$ cat src/rtl/vector_clock_table_core_macros.svh
// Assertion macros shared by the vector clock table RTL
`ifndef VECTOR_CLOCK_TABLE_CORE_MACROS_SVH
`define VECTOR_CLOCK_TABLE_CORE_MACROS_SVH

`ifndef SYNTHESIS

// Same-cycle implication, disabled during reset
`define VCT_ASSERT_IMP(label, clk, rst, ante, cons) \
   label: assert property (@(posedge clk) disable iff (rst) (ante) |-> (cons)) \
      else $error("assertion failed: label");

// Next-cycle implication, disabled during reset
`define VCT_ASSERT_NXT(label, clk, rst, ante, cons) \
   label: assert property (@(posedge clk) disable iff (rst) (ante) |=> (cons)) \
      else $error("assertion failed: label");

`else

`define VCT_ASSERT_IMP(label, clk, rst, ante, cons)
`define VCT_ASSERT_NXT(label, clk, rst, ante, cons)

`endif

`endif

$ cat src/rtl/vct_pkg.sv
package vct_pkg;

   // Table geometry
   localparam int ENTRIES = 16;
   localparam int IDX_W   = $clog2(ENTRIES);
   localparam int CNT_W   = $clog2(ENTRIES + 1);

   // Field widths
   localparam int CMD_W  = 3;
   localparam int KEY_W  = 16;
   localparam int TIME_W = 64;

   // Command codes
   localparam logic [CMD_W-1:0] CMD_TICK  = 3'd0;
   localparam logic [CMD_W-1:0] CMD_SET   = 3'd1;
   localparam logic [CMD_W-1:0] CMD_FIND  = 3'd2;
   localparam logic [CMD_W-1:0] CMD_MERGE = 3'd3;
   localparam logic [CMD_W-1:0] CMD_MAX   = 3'd4;

   // Time step for tick
   localparam logic [TIME_W-1:0] TIME_STEP = 64'd1;

   typedef enum logic [1:0] {
      ST_IDLE,
      ST_SCAN,
      ST_UPDATE,
      ST_RESP
   } state_type;

   // Commands from controller to datapath
   typedef struct packed {
      logic             load;
      logic             read_en;
      logic [IDX_W-1:0] rd_addr;
      logic             update;
   } vct_cmd_type;

endpackage

$ cat src/rtl/vct_ctrl.sv
`include "vector_clock_table_core_macros.svh"

module vct_ctrl
   import vct_pkg::*;
(
   input  logic        clock,
   input  logic        reset,
   input  logic        req_valid,
   output logic        req_stall,
   output logic        rsp_valid,
   input  logic        rsp_stall,
   output vct_cmd_type cmd
);

   state_type        state_ff, state_in;
   logic [CNT_W-1:0] scan_ff, scan_in;

   // State and scan counter registers
   always_ff @(posedge clock) begin
      if (reset) begin
         state_ff <= ST_IDLE;
         scan_ff  <= '0;
      end else begin
         state_ff <= state_in;
         scan_ff  <= scan_in;
      end
   end

   // Next state and commands
   always_comb begin
      state_in    = state_ff;
      scan_in     = scan_ff;
      cmd.load    = 1'b0;
      cmd.read_en = 1'b0;
      cmd.rd_addr = scan_ff[IDX_W-1:0];
      cmd.update  = 1'b0;
      req_stall   = 1'b1;
      rsp_valid   = 1'b0;
      unique case (state_ff)
         ST_IDLE: begin
            req_stall = 1'b0;
            if (req_valid) begin
               cmd.load = 1'b1;
               scan_in  = '0;
               state_in = ST_SCAN;
            end
         end
         ST_SCAN: begin
            // issue one read per cycle, then wait for the last compare
            if (scan_ff < CNT_W'(ENTRIES)) begin
               cmd.read_en = 1'b1;
               scan_in     = scan_ff + CNT_W'(1);
            end else begin
               state_in = ST_UPDATE;
            end
         end
         ST_UPDATE: begin
            cmd.update = 1'b1;
            state_in   = ST_RESP;
         end
         ST_RESP: begin
            rsp_valid = 1'b1;
            if (!rsp_stall) begin
               state_in = ST_IDLE;
            end
         end
         default: begin
            state_in = ST_IDLE;
         end
      endcase
   end

   `VCT_ASSERT_NXT(a_accept_starts_scan, clock, reset, req_valid && !req_stall, state_ff == ST_SCAN && scan_ff == '0)
   `VCT_ASSERT_IMP(a_scan_bounded, clock, reset, 1'b1, scan_ff <= CNT_W'(ENTRIES))

endmodule

$ cat src/rtl/vct_datapath.sv
`include "vector_clock_table_core_macros.svh"

module vct_datapath
   import vct_pkg::*;
(
   input  logic              clock,
   input  logic              reset,
   input  vct_cmd_type       cmd,
   input  logic [CMD_W-1:0]  req_command,
   input  logic [KEY_W-1:0]  req_key,
   input  logic [TIME_W-1:0] req_value,
   output logic [TIME_W-1:0] rsp_time_res,
   output logic              rsp_found,
   output logic              rsp_table_full
);

   // Entry storage
   logic [KEY_W-1:0]  key_mem  [ENTRIES];
   logic [TIME_W-1:0] time_mem [ENTRIES];

   // Latched request
   logic [CMD_W-1:0]  op_ff;
   logic [KEY_W-1:0]  key_ff;
   logic [TIME_W-1:0] value_ff;

   // Read stage
   logic              rd_vld_ff;
   logic [IDX_W-1:0]  rd_idx_ff;
   logic [KEY_W-1:0]  rd_key_ff;
   logic [TIME_W-1:0] rd_time_ff;

   // Scan results
   logic              hit_ff;
   logic [IDX_W-1:0]  hit_idx_ff;
   logic [TIME_W-1:0] hit_time_ff;
   logic [TIME_W-1:0] max_ff;
   logic [CNT_W-1:0]  count_ff, count_in;

   // Result registers
   logic [TIME_W-1:0] res_ff, res_in;
   logic              fnd_ff, fnd_in;
   logic              full_ff, full_in;

   // Write port
   logic              wr_en;
   logic [IDX_W-1:0]  wr_addr;
   logic [TIME_W-1:0] wr_time;

   logic              ent_ok;
   logic              is_full;

   assign ent_ok  = CNT_W'(rd_idx_ff) < count_ff;
   assign is_full = count_ff == CNT_W'(ENTRIES);

   // Latch the request on transfer
   always_ff @(posedge clock) begin
      if (cmd.load) begin
         op_ff    <= req_command;
         key_ff   <= req_key;
         value_ff <= req_value;
      end
   end

   // Memory read, registered
   always_ff @(posedge clock) begin
      if (cmd.read_en) begin
         rd_key_ff  <= key_mem[cmd.rd_addr];
         rd_time_ff <= time_mem[cmd.rd_addr];
      end
      rd_idx_ff <= cmd.rd_addr;
   end

   // Memory write
   always_ff @(posedge clock) begin
      if (wr_en) begin
         key_mem[wr_addr]  <= key_ff;
         time_mem[wr_addr] <= wr_time;
      end
   end

   // Control state: read valid, hit flag, fill count
   always_ff @(posedge clock) begin
      if (reset) begin
         rd_vld_ff <= 1'b0;
         hit_ff    <= 1'b0;
         count_ff  <= '0;
      end else begin
         rd_vld_ff <= cmd.read_en;
         count_ff  <= count_in;
         if (cmd.load) begin
            hit_ff <= 1'b0;
         end else if (rd_vld_ff && ent_ok && rd_key_ff == key_ff) begin
            hit_ff <= 1'b1;
         end
      end
   end

   // Compare each read entry against key and running maximum
   always_ff @(posedge clock) begin
      if (cmd.load) begin
         max_ff <= req_value;
      end else if (rd_vld_ff && ent_ok) begin
         if (rd_key_ff == key_ff && !hit_ff) begin
            hit_idx_ff  <= rd_idx_ff;
            hit_time_ff <= rd_time_ff;
         end
         if (rd_time_ff > max_ff) begin
            max_ff <= rd_time_ff;
         end
      end
   end

   // Decide the write-back and the result
   always_comb begin
      res_in   = '0;
      fnd_in   = 1'b0;
      full_in  = 1'b0;
      wr_en    = 1'b0;
      wr_addr  = hit_idx_ff;
      wr_time  = hit_time_ff;
      count_in = count_ff;
      case (op_ff)
         CMD_MAX: begin
            res_in = max_ff;
         end
         CMD_TICK, CMD_SET, CMD_FIND, CMD_MERGE: begin
            if (hit_ff) begin
               fnd_in = 1'b1;
               case (op_ff)
                  CMD_TICK:  wr_time = hit_time_ff + TIME_STEP;
                  CMD_SET:   wr_time = value_ff;
                  CMD_MERGE: wr_time = (hit_time_ff < value_ff) ? value_ff : hit_time_ff;
                  default:   wr_time = hit_time_ff;
               endcase
               wr_en  = cmd.update && op_ff != CMD_FIND;
               res_in = wr_time;
            end else if (op_ff != CMD_FIND) begin
               if (is_full) begin
                  full_in = 1'b1;
               end else begin
                  // insert at the lowest free entry
                  wr_addr = count_ff[IDX_W-1:0];
                  wr_time = (op_ff == CMD_TICK) ? TIME_STEP : value_ff;
                  wr_en   = cmd.update;
                  res_in  = wr_time;
                  if (cmd.update) begin
                     count_in = count_ff + CNT_W'(1);
                  end
               end
            end
         end
         default: begin
            res_in = '0;
         end
      endcase
   end

   // Result registers, held while the response waits
   always_ff @(posedge clock) begin
      if (cmd.update) begin
         res_ff  <= res_in;
         fnd_ff  <= fnd_in;
         full_ff <= full_in;
      end
   end

   assign rsp_time_res   = res_ff;
   assign rsp_found      = fnd_ff;
   assign rsp_table_full = full_ff;

   `VCT_ASSERT_IMP(a_count_bounded, clock, reset, 1'b1, count_ff <= CNT_W'(ENTRIES))
   `VCT_ASSERT_NXT(a_full_keeps_count, clock, reset, cmd.update && full_in, $stable(count_ff))
   `VCT_ASSERT_NXT(a_flags_exclusive, clock, reset, cmd.update, !(fnd_ff && full_ff))
   `VCT_ASSERT_IMP(a_count_only_on_update, clock, reset, !cmd.update, count_in == count_ff)

endmodule

$ cat src/rtl/vector_clock_table_core.sv
// The table is scanned one entry per cycle through the registered memory read port,
// followed by a compare-drain step, a write-back step and the response step.
// One item is in flight at a time, and rsp_stall can hold the response.
// Reset (synchronous, active high) empties the table by clearing the fill count;
// entry storage is not cleared, and entries above the fill count are never used.
module vector_clock_table_core
   import vct_pkg::*;
(
   input  logic              clock,
   input  logic              reset,
   input  logic              req_valid,
   output logic              req_stall,
   input  logic [CMD_W-1:0]  req_command,
   input  logic [KEY_W-1:0]  req_key,
   input  logic [TIME_W-1:0] req_value,
   output logic              rsp_valid,
   input  logic              rsp_stall,
   output logic [TIME_W-1:0] rsp_time_res,
   output logic              rsp_found,
   output logic              rsp_table_full
);

   vct_cmd_type cmd;

   vct_ctrl u_ctrl (
      .clock     (clock),
      .reset     (reset),
      .req_valid (req_valid),
      .req_stall (req_stall),
      .rsp_valid (rsp_valid),
      .rsp_stall (rsp_stall),
      .cmd       (cmd)
   );

   vct_datapath u_datapath (
      .clock          (clock),
      .reset          (reset),
      .cmd            (cmd),
      .req_command    (req_command),
      .req_key        (req_key),
      .req_value      (req_value),
      .rsp_time_res   (rsp_time_res),
      .rsp_found      (rsp_found),
      .rsp_table_full (rsp_table_full)
   );

endmodule
$ cat config.mk
export PLATFORM = sky130hd
export DESIGN_NAME = vector_clock_table_core
export DESIGN_NICKNAME = d
export VERILOG_FILES = /design/src/rtl/vct_pkg.sv /design/src/rtl/vct_ctrl.sv /design/src/rtl/vct_datapath.sv /design/src/rtl/vector_clock_table_core.sv
export VERILOG_INCLUDE_DIRS = /design/src /design/src/rtl
export SDC_FILE = /design/constraint.sdc
export NUM_CORES = 2
export LEC_CHECK = 0
export BUFFER_PORTS_ARGS = -buffer_cell sky130_fd_sc_hd__buf_2
export CAP_MARGIN = 15
export CORE_UTILIZATION = 34
export CTS_CLUSTER_SIZE = 8
export DETAILED_ROUTE_END_ITERATION = 7
export PLACE_DENSITY_LB_ADDON = 0.25
export SETUP_SLACK_MARGIN = 0.02
export SLEW_MARGIN = 20
export SYNTH_ARGS = -nofsm -noshare
export SYNTH_HDL_FRONTEND = slang
export SYNTH_SLANG_ARGS = --single-unit
$ cat constraint.sdc
create_clock -name clock -period 14 [get_ports clock]
set_clock_uncertainty 0.15 [all_clocks]
set_input_delay 2.8 -clock clock [delete_from_list [all_inputs] [get_ports clock]]
set_output_delay 2.8 -clock clock [all_outputs]
set_load 0.03 [all_outputs]
==> metrics.yaml <==
outcome:
  status: "complete, no violations"
routing:
  dr.first_iter.drc_count: 4192
  wire_per_inst_um: 30.08
  first_pass_iters: 8
  antenna_left: 0
  highest_layer: "met5"
  finalWirelength_um: 200200
  vias: 36626
  post-route-drc-count: 0
  dr_wl_met2_um: 101600
  via_per_inst: 5.502
  met1Wirelength_um: 79870
  wl_met3_um: 12540
sta:
  period_share_pct: 41.64
  finalCriticalPeriod_ps: 5829
  final_max_slew_viol_count: 0
  max_freq_mhz: 171.5
  hold_viol_final: 0
  tns_ps: 0
  setup_violations: 0
  rsz0062_at_grt: "no"
  slew_headroom_pct: 20.79
  worst_slew_pin_slew_ps: 1184
synth:
  syn_area_um2: 68910
  syn_nets: 3886
  postSynthCellCount: 3660
  async_flop_share_pct: 0
  synth_top_cell_by_area: "edfxtp_1"
  yosysWarnings: 0
  synthTopCellsByCount: "1641 x edfxtp_1, 400 x mux4_2, 179 x nand2_1, 145 x inv_1, 140 x clkbuf_1"
  yosysSeqAreaShare_pct: 72.03
  ys.flop_type: "edfxtp_1"
  synth.most_common_cell: "edfxtp_1"
  ys_top_cells_by_area: "edfxtp_1 72%, mux4_2 13%, ha_1 2.5%"
  ys_ff_latch: 1659
  synth_cell_types: 81
  synthDominantCellAreaShare_pct: 71.51
  syn_area_per_cell_um2: 18.83
  synth_edf_count: 1641
worst_setup_path:
  arrival_ps: 6090
  worst_ep_required_time_ps: 14260
  cp-start-kind: "register"
  end_kind: "register"
  path_class: "register to register"
  crit_fanout: 33
placement:
  place_hpwl_um: 124100
  io_buffers: 154
  gp_congestion: 0.9037
clock_network:
  cts_tree: "built"
  htree_levels: 4
  numClockSinks: 1659
  cts-buffers-inserted: 227
  postCtsSetupBuffers: 0
  cts_hold_buf: 0
  clock_latency_ps: 860
  clockRootBuffer: "clkbuf_16"
  cts_resized: 0
  cts_max_path_buffers: 3
  clkSlewWorstSetupHoldPaths_ps: 50
floorplanning:
  io_pins: 155
  start_util_pct: 34.37
  die_w_um: 452.2
  die_y_um: 452.2
  coreArea_um2: 200500
  die-area_um2: 204500
  rows: 164
power:
  p_per_area_nw_per_um2: 175.1
  ir_drop_mv: 0.1428
  p_leak_nw: 25.83
  power_w: 0.01390
layout:
  final_util_pct: 39.61
  drive_gt1_share_pct: 25.38
  fin_nets: 4164
  area_delta_synth_final_pct: 15.24
min_path:
  hold_path_class: "register to register"
global_route:
  overflow: 0
  grt_max_degree: 98
  first_global_vias: 37544
  antenna_found_initial: 12
  grtUsageTotal_pct: 19.46
  grt_pass1_wl_um: 283200
flow_run:
  cap_violations: 0
==> flip-flops by register name, indices dropped and copies added, names as in the netlist, 64 cells and up <==
name	cells
u_datapath.value_ff	64
u_datapath.hit_time_ff	64
u_datapath.rsp_time_res	64
u_datapath.key_mem	256
u_datapath.rd_time_ff	64
u_datapath.time_mem	1024
u_datapath.max_ff	64
==> critical path: stages, from the launching register on <==
cell      delay, ps
edfxtp_1        550
ha_1            390
nand4_1         130
nor4_1          640
nand2_1         230
o41ai_4         400
or2_2           660
buf_4           530
o21ai_4          90
buf_4           280
a222oi_1        800
nand2_1         510
==> routing by layer <==
metal  global-route usage, %  up-vias
met2                   33.46     1348
met4                   6.520        4
li1                        -    15521
met5                       0        -
met1                   24.80    19433
met3                   3.392      320
==> cells by family after synthesis <==
kind of cell | share of synthesized area [%]
multiplexers | 14.17
adder cells (fa/ha/maj) | 2.524
AND/OR/NAND/NOR | 3.305
XOR/XNOR | 0.7245
AO/OA/AOI/OAI | 5.324
flip-flops | 72.03
buffers and inverters | 1.917
==> placed cells by master (no fill, tap or decap), drive strengths merged, types with 33 or more instances in the layout <==
cell type and n:
a21o 76, buf 242, o21ai 135, ha 139, xor2 33, mux2 63
a21oi 107, inv 148, nand4 44, nand2 179, nand3 38, mux4 400
nor3 34, edfxtp 1641, nor2 92, clkbuf 270, a221o 33
==> worst paths after layout <==
check | startpoint | slack, ps | cells after the start | endpoint
setup / recovery | u_datapath.hit_time_ff[47] | 8170 | 11 | u_datapath.time_mem[6][42]
hold / removal | u_datapath.rd_idx_ff[2] | 300 | 0 | u_datapath.hit_idx_ff[2]
setup reg to reg | u_datapath.hit_time_ff[47] | 8170 | 11 | u_datapath.time_mem[6][42]
hold reg to reg | u_datapath.rd_idx_ff[2] | 300 | 0 | u_datapath.hit_idx_ff[2]
==> where the power goes <==
part	switching, W	internal [W]
logic	0.00161	0.000897
clock network	0.00201	0.00294
registers	0.000288	0.00616
total	0.00390	0.0100
==> cell type report <==
type	count	area, um^2
Antenna cell	6	15.01
Clock buffer	270	5937
Clock inverter	16	321.6
Fill cell	17843	121100
Inverter	146	558.0
Multi-Input combinational cell	1662	18130
Sequential cell	1659	49650
Tap cell	2656	3323
Timing Repair Buffer	242	1476
==> stage by stage <==
step	hold WS (ps)	worst slack [ps]	instances	area, um^2
6_report	298.8	8171	6657	79410
5_1_grt	319.5	7852	6653	79400
4_1_cts	298.2	8095	6651	79390
3_5_place_dp	286.0	8122	6365	73140
3_3_place_gp	287.6	8154	6364	73110
2_1_floorplan	179.1	3391	3660	68910
Power figures use the tool's default switching activity.
